### src/rtl/aus_pkg.sv
// Shared types and constants of the H.264 access unit splitter.
package aus_pkg;

  // Default length of the byte delay line.
  localparam int DelayDepthDef = 8;

  // Most words that one end-of-stream flush delivers.
  localparam int MaxResults = 8;
  localparam int FlushCntW  = $clog2(MaxResults + 1);

  // Start code and NAL header constants.
  localparam logic [7:0] CodeZero       = 8'h00;
  localparam logic [7:0] CodeOne        = 8'h01;
  localparam logic [4:0] NalSliceNonIdr = 5'd1;
  localparam logic [4:0] NalSliceIdr    = 5'd5;
  localparam logic [4:0] NalSei         = 5'd6;
  localparam logic [4:0] NalSps         = 5'd7;
  localparam logic [4:0] NalPps         = 5'd8;
  localparam int         FirstMbBit     = 7;
  localparam logic [1:0] CountMax       = 2'd3;

  // Configuration register indexes.
  localparam logic RegHeaderSplit = 1'b0;

  typedef struct packed {
    logic [7:0] data_byte;
    logic       end_of_stream;
  } in_word_t;

  typedef struct packed {
    logic [7:0] out_byte;
    logic       unit_start;
    logic       run_last;
  } out_word_t;

  // Scanner decisions for the delay line, valid in the cycle a word is accepted.
  typedef struct packed {
    logic       mark;
    logic       started_before;
    logic       started_after;
    logic [2:0] code_offset;
  } scan_ctl_t;

endpackage

### src/rtl/aus_scan.sv
// Start code scanner and access unit cut rules.
module aus_scan (
  input  logic                 clk_i,
  input  logic                 rst_ni,
  input  logic                 accept_i,
  input  aus_pkg::in_word_t    in_data_i,
  input  logic                 header_split_i,
  output aus_pkg::scan_ctl_t   ctl_o
);
  import aus_pkg::*;

  localparam logic [2:0] PhIdle  = 3'd0;
  localparam logic [2:0] PhZ1    = 3'd1;
  localparam logic [2:0] PhZ2    = 3'd2;
  localparam logic [2:0] PhZ3    = 3'd3;
  localparam logic [2:0] PhType  = 3'd4;
  localparam logic [2:0] PhSlice = 3'd5;

  logic [2:0] phase_q, phase_d;
  logic [2:0] offset_q, offset_d;
  logic [1:0] hdr_cnt_q, hdr_cnt_d;
  logic [1:0] slc_cnt_q, slc_cnt_d;
  logic       seeking_q, seeking_d;
  logic       started_q, started_d;
  logic       last_slice_q, last_slice_d;
  logic       mark;

  function automatic logic [1:0] sat_inc(logic [1:0] v);
    return (v < CountMax) ? v + 2'd1 : CountMax;
  endfunction

  always_comb begin
    logic [7:0] b;
    logic [4:0] nal;
    logic       ev_hdr;
    logic       ev_slice;
    logic       cut;
    b            = in_data_i.data_byte;
    nal          = b[4:0];
    ev_hdr       = 1'b0;
    ev_slice     = 1'b0;
    cut          = 1'b0;
    mark         = 1'b0;
    phase_d      = phase_q;
    offset_d     = offset_q;
    hdr_cnt_d    = hdr_cnt_q;
    slc_cnt_d    = slc_cnt_q;
    seeking_d    = seeking_q;
    started_d    = started_q;
    last_slice_d = last_slice_q;

    if (accept_i) begin
      if (in_data_i.end_of_stream) begin
        // No start code spans a flush.
        phase_d  = PhIdle;
        offset_d = 3'd0;
      end else begin
        unique case (phase_q)
          PhIdle: begin
            if (b == CodeZero) begin
              phase_d  = PhZ1;
              offset_d = 3'd0;
            end
          end
          PhZ1: begin
            offset_d = offset_q + 3'd1;
            phase_d  = (b == CodeZero) ? PhZ2 : PhIdle;
          end
          PhZ2: begin
            offset_d = offset_q + 3'd1;
            if (b == CodeZero) begin
              phase_d = PhZ3;
            end else if (b == CodeOne) begin
              phase_d = PhType;
            end else begin
              phase_d = PhIdle;
            end
          end
          PhZ3: begin
            // Extra leading zeros stay with the previous unit, so the code start
            // moves forward and the offset holds.
            if (b != CodeZero) begin
              offset_d = offset_q + 3'd1;
              phase_d  = (b == CodeOne) ? PhType : PhIdle;
            end
          end
          PhType: begin
            offset_d = offset_q + 3'd1;
            if (nal == NalSliceNonIdr || nal == NalSliceIdr) begin
              phase_d = PhSlice;
            end else begin
              phase_d = PhIdle;
              ev_hdr  = (nal == NalSei) || (nal == NalSps) || (nal == NalPps);
            end
          end
          PhSlice: begin
            offset_d = offset_q + 3'd1;
            ev_slice = b[FirstMbBit];
            phase_d  = PhIdle;
          end
          default: phase_d = PhIdle;
        endcase

        if (ev_hdr || ev_slice) begin
          if (ev_slice) begin
            slc_cnt_d    = sat_inc(slc_cnt_d);
            last_slice_d = 1'b1;
          end else begin
            hdr_cnt_d    = sat_inc(hdr_cnt_d);
            last_slice_d = 1'b0;
          end
          if (header_split_i && hdr_cnt_d != 2'd0 && slc_cnt_d == 2'd1) begin
            cut = 1'b1;
          end else begin
            if (!started_d && hdr_cnt_d == 2'd1 && slc_cnt_d == 2'd0) begin
              mark      = 1'b1;
              started_d = 1'b1;
            end
            if (!started_d && hdr_cnt_d == 2'd0 && slc_cnt_d == 2'd1) begin
              mark      = 1'b1;
              started_d = 1'b1;
              seeking_d = 1'b1;
              hdr_cnt_d = 2'd0;
              slc_cnt_d = 2'd0;
            end
            if (!seeking_d && hdr_cnt_d != 2'd0 && slc_cnt_d == 2'd1) begin
              seeking_d = 1'b1;
              hdr_cnt_d = 2'd0;
              slc_cnt_d = 2'd0;
            end
            if (seeking_d && (hdr_cnt_d != 2'd0 || slc_cnt_d != 2'd0)) begin
              cut = 1'b1;
            end
          end
          if (cut) begin
            mark      = 1'b1;
            started_d = 1'b1;
            slc_cnt_d = 2'd0;
            if (last_slice_d) begin
              seeking_d = 1'b1;
              hdr_cnt_d = 2'd0;
            end else begin
              seeking_d = 1'b0;
              hdr_cnt_d = 2'd1;
            end
          end
        end
      end
    end
  end

  assign ctl_o.mark           = mark;
  assign ctl_o.started_before = started_q;
  assign ctl_o.started_after  = started_d;
  assign ctl_o.code_offset    = offset_d;

  always_ff @(posedge clk_i or negedge rst_ni) begin
    if (!rst_ni) begin
      phase_q      <= PhIdle;
      offset_q     <= 3'd0;
      hdr_cnt_q    <= 2'd0;
      slc_cnt_q    <= 2'd0;
      seeking_q    <= 1'b0;
      started_q    <= 1'b0;
      last_slice_q <= 1'b0;
    end else begin
      phase_q      <= phase_d;
      offset_q     <= offset_d;
      hdr_cnt_q    <= hdr_cnt_d;
      slc_cnt_q    <= slc_cnt_d;
      seeking_q    <= seeking_d;
      started_q    <= started_d;
      last_slice_q <= last_slice_d;
    end
  end

endmodule

### src/rtl/aus_delay.sv
// Byte delay line with unit start marks, flush drain and output register.
module aus_delay #(
  parameter int DelayDepth = aus_pkg::DelayDepthDef
) (
  input  logic                clk_i,
  input  logic                rst_ni,
  input  logic                in_valid_i,
  output logic                in_ready_o,
  input  aus_pkg::in_word_t   in_data_i,
  input  aus_pkg::scan_ctl_t  ctl_i,
  output logic                out_valid_o,
  input  logic                out_ready_i,
  output aus_pkg::out_word_t  out_data_o
);
  import aus_pkg::*;

  localparam int HeldW = $clog2(DelayDepth + 1);
  localparam int IdxW  = $clog2(DelayDepth);

  logic [7:0]           data_q [DelayDepth];
  logic [7:0]           data_d [DelayDepth];
  logic                 mark_q [DelayDepth];
  logic                 mark_d [DelayDepth];
  logic [HeldW-1:0]     held_q, held_d;
  logic                 flushing_q, flushing_d;
  logic [FlushCntW-1:0] cnt_q, cnt_d;
  logic                 out_valid_q, out_valid_d;
  out_word_t            out_q, out_d;
  logic                 out_free;
  logic                 accept;

  assign out_free   = !out_valid_q || out_ready_i;
  assign in_ready_o = !flushing_q && out_free;
  assign accept     = in_valid_i && in_ready_o;

  always_comb begin
    logic [7:0]       ins_data [DelayDepth];
    logic             ins_mark [DelayDepth];
    logic [7:0]       a_data [DelayDepth];
    logic             a_mark [DelayDepth];
    logic [HeldW-1:0] held1;
    logic [HeldW-1:0] held2;
    logic [HeldW-1:0] code_back;
    logic [IdxW-1:0]  idx;
    logic [IdxW-1:0]  drop_n;
    logic [HeldW:0]   src;
    data_d      = data_q;
    mark_d      = mark_q;
    held_d      = held_q;
    flushing_d  = flushing_q;
    cnt_d       = cnt_q;
    out_valid_d = out_valid_q;
    out_d       = out_q;
    ins_data    = data_q;
    ins_mark    = mark_q;
    a_data      = data_q;
    a_mark      = mark_q;
    held1       = held_q + HeldW'(1);
    held2       = held1;
    code_back   = '0;
    idx         = '0;
    drop_n      = '0;
    src         = '0;

    if (out_valid_q && out_ready_i) begin
      out_valid_d = 1'b0;
    end

    if (flushing_q) begin
      if (out_free) begin
        out_valid_d      = 1'b1;
        out_d.out_byte   = data_q[0];
        out_d.unit_start = mark_q[0];
        out_d.run_last   = (cnt_q == FlushCntW'(1));
        for (int i = 0; i < DelayDepth - 1; i++) begin
          data_d[i] = data_q[i+1];
          mark_d[i] = mark_q[i+1];
        end
        held_d = held_q - HeldW'(1);
        cnt_d  = cnt_q - FlushCntW'(1);
        if (cnt_q == FlushCntW'(1)) begin
          flushing_d = 1'b0;
        end
      end
    end else if (accept) begin
      if (in_data_i.end_of_stream) begin
        // Before the first unit there is nothing to deliver.
        if (!ctl_i.started_before) begin
          held_d = '0;
        end else if (held_q != '0) begin
          flushing_d = 1'b1;
          cnt_d = (int'(held_q) > MaxResults) ? FlushCntW'(MaxResults) : FlushCntW'(held_q);
        end
      end else begin
        for (int i = 0; i < DelayDepth; i++) begin
          if (HeldW'(i) == held_q) begin
            ins_data[i] = in_data_i.data_byte;
            ins_mark[i] = 1'b0;
          end
        end

        // Entry holding the first zero of the current start code.
        if (HeldW'(ctl_i.code_offset) < held1) begin
          code_back = held1 - HeldW'(1) - HeldW'(ctl_i.code_offset);
          idx       = code_back[IdxW-1:0];
        end
        if (ctl_i.mark && !ctl_i.started_before) begin
          drop_n = idx;
        end

        // The first unit starts here: older bytes are dropped.
        a_data = ins_data;
        a_mark = ins_mark;
        for (int i = 0; i < DelayDepth; i++) begin
          src = (HeldW+1)'(i) + (HeldW+1)'(drop_n);
          if (src < (HeldW+1)'(DelayDepth)) begin
            a_data[i] = ins_data[src[IdxW-1:0]];
            a_mark[i] = ins_mark[src[IdxW-1:0]];
          end
        end
        held2 = held1 - HeldW'(drop_n);
        if (ctl_i.mark) begin
          if (ctl_i.started_before) begin
            a_mark[idx] = 1'b1;
          end else begin
            a_mark[0] = 1'b1;
          end
        end

        if (held2 == HeldW'(DelayDepth)) begin
          if (ctl_i.started_after) begin
            out_valid_d      = 1'b1;
            out_d.out_byte   = a_data[0];
            out_d.unit_start = a_mark[0];
            out_d.run_last   = 1'b1;
          end
          for (int i = 0; i < DelayDepth - 1; i++) begin
            data_d[i] = a_data[i+1];
            mark_d[i] = a_mark[i+1];
          end
          data_d[DelayDepth-1] = a_data[DelayDepth-1];
          mark_d[DelayDepth-1] = a_mark[DelayDepth-1];
          held_d = HeldW'(DelayDepth - 1);
        end else begin
          data_d = a_data;
          mark_d = a_mark;
          held_d = held2;
        end
      end
    end
  end

  always_ff @(posedge clk_i or negedge rst_ni) begin
    if (!rst_ni) begin
      held_q      <= '0;
      flushing_q  <= 1'b0;
      cnt_q       <= '0;
      out_valid_q <= 1'b0;
    end else begin
      held_q      <= held_d;
      flushing_q  <= flushing_d;
      cnt_q       <= cnt_d;
      out_valid_q <= out_valid_d;
    end
  end

  always_ff @(posedge clk_i) begin
    data_q <= data_d;
    mark_q <= mark_d;
    out_q  <= out_d;
  end

  assign out_valid_o = out_valid_q;
  assign out_data_o  = out_q;

  // Between accepted bytes the line always has room for one more.
  assert property (@(posedge clk_i) disable iff (!rst_ni)
    held_q < HeldW'(DelayDepth))
    else $error("delay line overfilled");

  // A flush in progress always has words left to deliver and held bytes to take them from.
  assert property (@(posedge clk_i) disable iff (!rst_ni)
    flushing_q |-> (cnt_q != '0) && (HeldW'(cnt_q) <= held_q))
    else $error("flush count out of step with the delay line");

  // Only a flush delivers words that are not the last of their input.
  assert property (@(posedge clk_i) disable iff (!rst_ni)
    (out_valid_q && !out_q.run_last) |-> flushing_q)
    else $error("non-final word outside a flush");

endmodule

### src/rtl/h264_access_unit_splitter.sv
// Top level of the H.264 Annex B access unit splitter.
//
//   Channel  Direction  Handshake             Payload
//   in       input      in_valid/in_ready     in_data  (data_byte, end_of_stream)
//   out      output     out_valid/out_ready   out_data (out_byte, unit_start, run_last)
//   config   input      APB psel/penable      header_split at byte address 0
//
// A stream byte is taken every cycle while the output register is free or being emptied;
// its result word, if any, appears in the output register on the next cycle.
// An end-of-stream word delivers up to eight held bytes, one per cycle, from the delay
// line; no input word is taken until the last of them is loaded into the output register.
// Reset clears the scanner, the unit state, the fill count and the output valid.
// A stall on the output holds the result word and stops input acceptance and any flush.
module h264_access_unit_splitter #(
  parameter int DelayDepth = aus_pkg::DelayDepthDef
) (
  input  logic               clk_i,
  input  logic               rst_ni,
  input  logic               in_valid_i,
  output logic               in_ready_o,
  input  aus_pkg::in_word_t  in_data_i,
  output logic               out_valid_o,
  input  logic               out_ready_i,
  output aus_pkg::out_word_t out_data_o,
  input  logic               psel_i,
  input  logic               penable_i,
  input  logic               pwrite_i,
  input  logic [2:0]         paddr_i,
  input  logic [31:0]        pwdata_i,
  output logic [31:0]        prdata_o,
  output logic               pready_o
);
  import aus_pkg::*;

  logic      header_split_q;
  logic      accept;
  scan_ctl_t ctl;

  assign pready_o = 1'b1;

  always_ff @(posedge clk_i or negedge rst_ni) begin
    if (!rst_ni) begin
      header_split_q <= 1'b0;
    end else if (psel_i && penable_i && pwrite_i && (paddr_i[2] == RegHeaderSplit)) begin
      header_split_q <= pwdata_i[0];
    end
  end

  assign prdata_o = (paddr_i[2] == RegHeaderSplit) ? {31'd0, header_split_q} : 32'd0;

  assign accept = in_valid_i && in_ready_o;

  aus_scan u_scan (
    .clk_i          (clk_i),
    .rst_ni         (rst_ni),
    .accept_i       (accept),
    .in_data_i      (in_data_i),
    .header_split_i (header_split_q),
    .ctl_o          (ctl)
  );

  aus_delay #(
    .DelayDepth (DelayDepth)
  ) u_delay (
    .clk_i       (clk_i),
    .rst_ni      (rst_ni),
    .in_valid_i  (in_valid_i),
    .in_ready_o  (in_ready_o),
    .in_data_i   (in_data_i),
    .ctl_i       (ctl),
    .out_valid_o (out_valid_o),
    .out_ready_i (out_ready_i),
    .out_data_o  (out_data_o)
  );

endmodule
### config.mk
export PLATFORM = sky130hd
export DESIGN_NAME = h264_access_unit_splitter
export DESIGN_NICKNAME = d
export VERILOG_FILES = /design/src/rtl/aus_pkg.sv /design/src/rtl/aus_scan.sv /design/src/rtl/aus_delay.sv /design/src/rtl/h264_access_unit_splitter.sv
export SDC_FILE = /design/constraint.sdc
export NUM_CORES = 1
export LEC_CHECK = 0
export BUFFER_PORTS_ARGS = -buffer_cell sky130_fd_sc_hd__buf_4
export CORE_ASPECT_RATIO = 0.6
export CORE_MARGIN = 3
export CORE_UTILIZATION = 30
export DETAILED_ROUTE_END_ITERATION = 16
export PLACE_DENSITY = 0.43
export REMOVE_ABC_BUFFERS = 1
export SKIP_CTS_REPAIR_TIMING = 1
export SLEW_MARGIN = 0
export SYNTH_ARGS = -nofsm -noshare
export SYNTH_HDL_FRONTEND = slang
export SYNTH_SLANG_ARGS = --single-unit
### constraint.sdc
create_clock -name clk_i -period 7 [get_ports clk_i]
set_input_delay 1.05 -clock clk_i [delete_from_list [all_inputs] [get_ports clk_i]]
set_output_delay 1.05 -clock clk_i [all_outputs]
set_load 0.005 [all_outputs]
==> results.cfg, run 1 <==
[clock_tree]
clockRootBuffer = clkbuf_16
cts_inserted_buffers = 9
htreeDepth = 3
clock_path_buffers = 2
insertion_delay_ns = 0.38
cts_sinks = 105
cts_tree = built
clkTransAtPathRegs_ns = 0.08

[worst_setup_path]
critPathSlowestCell = or4_1
cp-end-kind = flip-flop
reg2reg_to = u_delay.data_q[12]
path_buf_inv = 7
slowest_delay_ns = 0.56
reg2reg_from = u_delay.flushing_q
critPathArrivalTime_ns = 6.58
path_delay_family = simple AND/OR/NAND/NOR gates
crit_required_ns = 7.11
timing.critical_path.mode_cell = buf_4
r2r_cells = 21
startpoint_type = input port
r2r_slack_ns = 1.54
crit_start = in_data_i[5]
worstPathMaxFanout = 7
critPathKind = in -> reg

[grt]
grt_use_met3 = 0.0980
grt.busiest_layer = met1
track_usage = 0.237
grt_use_met1 = 0.395
gr-total-overflow = 0
use_met2 = 0.271
grt_pass1_wl_mm = 62.0
grt_pass1_vias = 8881
grt_max_degree = 79
antenna_found_initial = 0

[logic_synthesis]
synth_area_um2 = 9840
synth.distinct_cells = 76
synth_cells = 1155
synth-edff-count = 82
ys_async_sr_fraction = 0.219
ys_ff_latch = 105
yosysWarnings = 0
synthFlopType = edfxtp_1
avgSynthCellArea_um2 = 8.52
ys_seq_area_frac = 0.309

[sta]
fin_hold_ws_ns = 0.563
fin_skew_ns = 0.0112
setup_viol = 0
worstMarginPinSlew_ns = 1.12
fmax_ghz = 0.155
timing.final.crit_period_ns = 6.47
final_max_slew_viol_count = 0
slew_headroom = 0.251
rsz0062_at_grt = false
fin_crit_sh = 0.924
finalHoldViolCount = 0

[floorplanning]
core_region_area_um2 = 31700
io_pins = 96
dieArea_um2 = 35100
row_count = 50
die_y_um = 146
initial_core_util = 0.310
die_x_um = 240

[final_layout]
stdcell_area_um2 = 11100
n_fill_cell = 3276
drive_above_1_share = 0.152
final_cell_mix = nand2_1, buf_4, mux2i_1, nor2_1, o21ai_0
final_common_cell = nand2_1
antennaDiodeCount = 0
area_growth_syn_to_layout_pct = 13.0
nets = 1259

[detailed_routing]
drt_wl_total_mm = 42.0
post_drt_wl_per_cell_um = 26.1
drt_pre_antenna_iters = 5
ant_nets = 0
vias_per_cell = 6.07
initialDrtViolationCount = 1334
num_vias = 9786
drc_errors = 0

[power_and_ir_drop]
power.density_nw_per_um2 = 441
power_frac_clock = 0.115
p_leak_nw = 4.50
seqPwrFrac = 0.258
p_sw_mw = 2.43
swShare = 0.496
combPwrFrac = 0.626
p_int_mw = 2.47
ir_drop_uv = 178
total_power_mw = 4.90

[flow_run]
drv_cap = 0

[placement]
gp_congestion = 0.931
placed_area_um2 = 10800
portBuffers = 30
dp_hpwl_mm = 31.4

[min_path]
min_path_cells = 2
hold_class = reg -> reg
whs_endpoint = u_delay.data_q[21]
min_from = u_delay.data_q[13]

[outcome]
status = complete, no violations
[cell type report]
cell class | count | area [µm²] | share of cell area
Clock buffer | 9 | 225 | 0.0202
Tap cell | 416 | 520 | 0.0468
Clock inverter | 7 | 77.6 | 0.00697
Timing Repair Buffer | 116 | 933 | 0.0839
Sequential cell | 105 | 3040 | 0.273
Multi-Input combinational cell | 934 | 6230 | 0.560
Inverter | 24 | 90.1 | 0.00810
[how the worst max path moves through the flow]
stage / end / slack, ns / cells past startpoint
4_1_cts: u_delay.data_q[14] / 0.48 / 28
6_report: u_delay.data_q[12] / 0.53 / 29
2_1_floorplan: u_delay.data_q[39] / -1.62 / 23
5_1_grt: u_delay.data_q[10] / 0.11 / 29
3_5_place_dp: u_delay.data_q[14] / 0.09 / 28
3_3_place_gp: u_delay.data_q[12] / 0.20 / 28
[logic make-up (layout without fill, tap and decap cells)]
family          Yosys count  after routing  share of synthesized area
flops                   105            105                      0.309
simple gates            365            365                      0.170
other cells               2             32                   0.000763
mux                     130            130                      0.148
fa+ha+maj                18             18                     0.0244
compound gates          378            378                      0.267
xor+xnor                 11             11                    0.00979
buf+inv                 146            156                     0.0717
[state kept, by name, summed over array words and instances, names as in the netlist, 2 cells and up]
| name | count |
|---|---|
| u_scan.offset_q | 3 |
| u_delay.mark_q | 8 |
| u_delay.out_data_o | 10 |
| u_delay.held_q | 4 |
| u_scan.phase_q | 3 |
| u_delay.data_q | 64 |
| u_delay.cnt_q | 4 |
| u_scan.slc_cnt_q | 2 |
| u_scan.hdr_cnt_q | 2 |
[synthesized netlist by cell type (all sizes together) (14+ instances only)]
library cell  count  area [µm²]
o31ai            25         188
nand4            14        87.6
edfxtp           82        2460
dfrtp            23         576
ha               16         200
a21oi            62         310
nor2             92         355
a22oi            16         120
mux2i           100        1000
inv              24        90.1
and3             18         113
clkbuf           67         251
a22o             16         140
o21ai            94         474
nand2           148         556
o221ai           65         569
nor3             28         151
nand3            22         110
mux2             21         248
buf              55         364
[routing by layer]
layer / wire length [µm] / up-vias
met5: 0 / -
met2: 14500 / 538
met4: 273 / 0
li1: - / 4462
met1: 21700 / 4764
met3: 5540 / 22
[power groups by stage]
stage | clock network, mW | logic, mW | registers [mW]
after floorplan | 0 | 1.84 | 1.24
after global placement | 0 | 2.95 | 1.27
after global routing | 0.605 | 3.31 | 1.30
final | 0.566 | 3.07 | 1.27
after CTS | 0.581 | 2.97 | 1.26
after detailed placement | 0 | 2.96 | 1.27
[worst register-to-register path: cells and delay by family (launching register included)]
kind | cells | cell delay, ns
AOI/OAI and AO/OA | 7 | 1.20
muxes | 1 | 0.31
adders and majority gates | 2 | 0.60
and+or+nand+nor | 7 | 1.66
xor gates and xnor gates | 1 | 0.15
DFF | 1 | 0.57
buffers and inverters | 3 | 0.71
[per-stage QoR]
stage	setup WS [ns]	cells	TNS (ns)	util
after global placement	0.196	1595	0	0.341
after floorplan	-1.62	1063	-81.36	-
after CTS	0.484	1611	0	0.350
after global routing	0.109	1611	0	0.351
final	0.532	1611	0	0.351
after detailed placement	0.0939	1595	0	0.341
Note: power is estimated with default switching activity, not from simulation.
==> inputs of run 2 (changes only) <==
PLACE_DENSITY = 0.51   (was 0.43)
REMOVE_ABC_BUFFERS = unset   (was 1)
==> run 2 against run 1 <==
The run now ends with max-capacitance violations, max-slew violations left. Cell count is 1.3% lower. Via count increased by 3.6%. Critical path depth down 3. Total power down 1.3%. Critical endpoint is now u_delay.data_q[10]. Largest cell class unchanged. Largest power group unchanged. Highest routed layer is now met5.
==> results.cfg, run 2 (synthesis gave the netlist of run 1 again) <==
[sta]
rsz0062_at_grt = false
setup_viol = 0
slew_headroom = -0.00487
fin_skew_ns = 0.00978
fin_crit_sh = 0.940
worstMarginPinSlew_ns = 1.50
final_max_slew_viol_count = 1
setup_ws_ns = 0.423
finalHoldViolCount = 0
fin_setup_tns_ns = 0
timing.final.crit_period_ns = 6.58
fmax_ghz = 0.152

[worst_setup_path]
crit_start = in_data_i[6]
startpoint_type = input port
r2r_cells = 20
critPathSlowestCell = or4_1
path_buf_inv = 5
r2r_slack_ns = 1.53
cp-end-kind = flip-flop
worstPathMaxFanout = 8
crit_required_ns = 7.21
path_delay_family = simple AND/OR/NAND/NOR gates
critPathArrivalTime_ns = 6.79
slowest_delay_ns = 0.50
critPathKind = in -> reg
crit_cells = 26
reg2reg_from = u_delay.flushing_q
reg2reg_to = u_delay.data_q[10]

[grt]
grt_max_degree = 75
grt_pass1_vias = 9191
gr-total-overflow = 0
grt_pass1_wl_mm = 61.4
track_usage = 0.234
antenna_found_initial = 3

[placement]
dp.cells = 1574
gp_congestion = 0.975
placed_area_um2 = 10600
post-place-ws_ns = 0.169
dp_hpwl_mm = 30.9
portBuffers = 30

[min_path]
hold_class = reg -> reg
whs_endpoint = u_scan.hdr_cnt_q[1]
min_path_cells = 2
min_from = u_scan.hdr_cnt_q[1]

[floorplanning]
initial_core_util = 0.310
core_region_area_um2 = 31700
die_y_um = 146
dieArea_um2 = 35100
row_count = 50
die_x_um = 240
io_pins = 96

[outcome]
violations = max-capacitance violations, max-slew violations
status = finished, violations left

[final_layout]
final_cell_mix = nand2_1, mux2i_1, buf_4, nor2_1, o21ai_0
largest_register_ffs = 64
area_growth_syn_to_layout_pct = 11.0
drive_above_1_share = 0.136
final_common_cell = nand2_1
antennaDiodeCount = 0
regMostFlops = u_delay.data_q
nets = 1238
n_fill_cell = 3277
multi_input_area_um2 = 6230
finish.utilization = 0.344
stdcell_area_um2 = 10900
ff_latch_area_um2 = 3040
instances_no_fill = 1590

[detailed_routing]
drt_wl_total_mm = 41.8
vias_per_cell = 6.38
ant_nets = 0
num_vias = 10141
drc_errors = 0
drt_pre_antenna_iters = 8
initialDrtViolationCount = 1776
post_drt_wl_per_cell_um = 26.3

[clock_tree]
clock_path_buffers = 2
clockRootBuffer = clkbuf_16
insertion_delay_ns = 0.38
htreeDepth = 3
cts_tree = built
cts_inserted_buffers = 9
clkTransAtPathRegs_ns = 0.07
cts_sinks = 105

[flow_run]
drv_cap = 1

[power_and_ir_drop]
power.density_nw_per_um2 = 443
p_leak_nw = 4.39
ir_drop_uv = 256
run 2: how the worst max path moves through the flow:
stage	endpoint
2_1_floorplan	u_delay.out_data_o[0]
3_3_place_gp	u_delay.data_q[10]
3_5_place_dp	u_delay.out_data_o[8]
4_1_cts	u_delay.data_q[10]
5_1_grt	u_delay.data_q[9]
6_report	u_delay.data_q[10]
run 2: layout make-up:
| class | instances | share of cell area |
|---|---|---|
| clock buffers | 9 | 0.0206 |
| clock inverters | 7 | 0.00859 |
| inverters | 24 | 0.00825 |
| multi-input cells | 934 | 0.570 |
| flip-flops and latches | 105 | 0.278 |
| well taps | 416 | 0.0477 |
| repair buffers | 95 | 0.0664 |
run 2: report_power, final:
part           switching (mW)  leakage, nW  internal, mW
clock                   0.262        0.152         0.314
combinational            1.91         3.15          1.08
sequential              0.234         1.10          1.05
total                    2.40         4.39          2.44
run 2: stage by stage:
step,total power [mW],hold slack [ns]
final,4.84,0.544
after global routing,5.11,0.574
after CTS,4.73,0.547
after detailed placement,4.14,0.528
after global placement,4.13,0.509
after floorplan,3.17,0.471
run 2: worst reg2reg max path: stages (launching register included):
cell and delay (ns):
dfrtp_2 0.56, inv_1 0.10, buf_4 0.20, and3_1 0.34, o21ai_0 0.14, a32oi_1 0.30, ha_1 0.21, inv_1 0.05
fa_1 0.46, nor4_1 0.44, inv_1 0.13, ha_1 0.31, o21a_1 0.19, nor2_1 0.11, xnor2_1 0.12, nand2_1 0.11
or3_1 0.44, buf_4 0.23, nor2_2 0.23, o21ai_1 0.35, o21ai_0 0.28
run 2: metal layers:
metal	part of all wire	GRT usage	up-vias
met1	0.47	0.367	4921
met4	0.020	0.0577	4
li1	-	-	4429
met5	0.0021	0.0152	-
met2	0.36	0.285	718
met3	0.15	0.0929	69
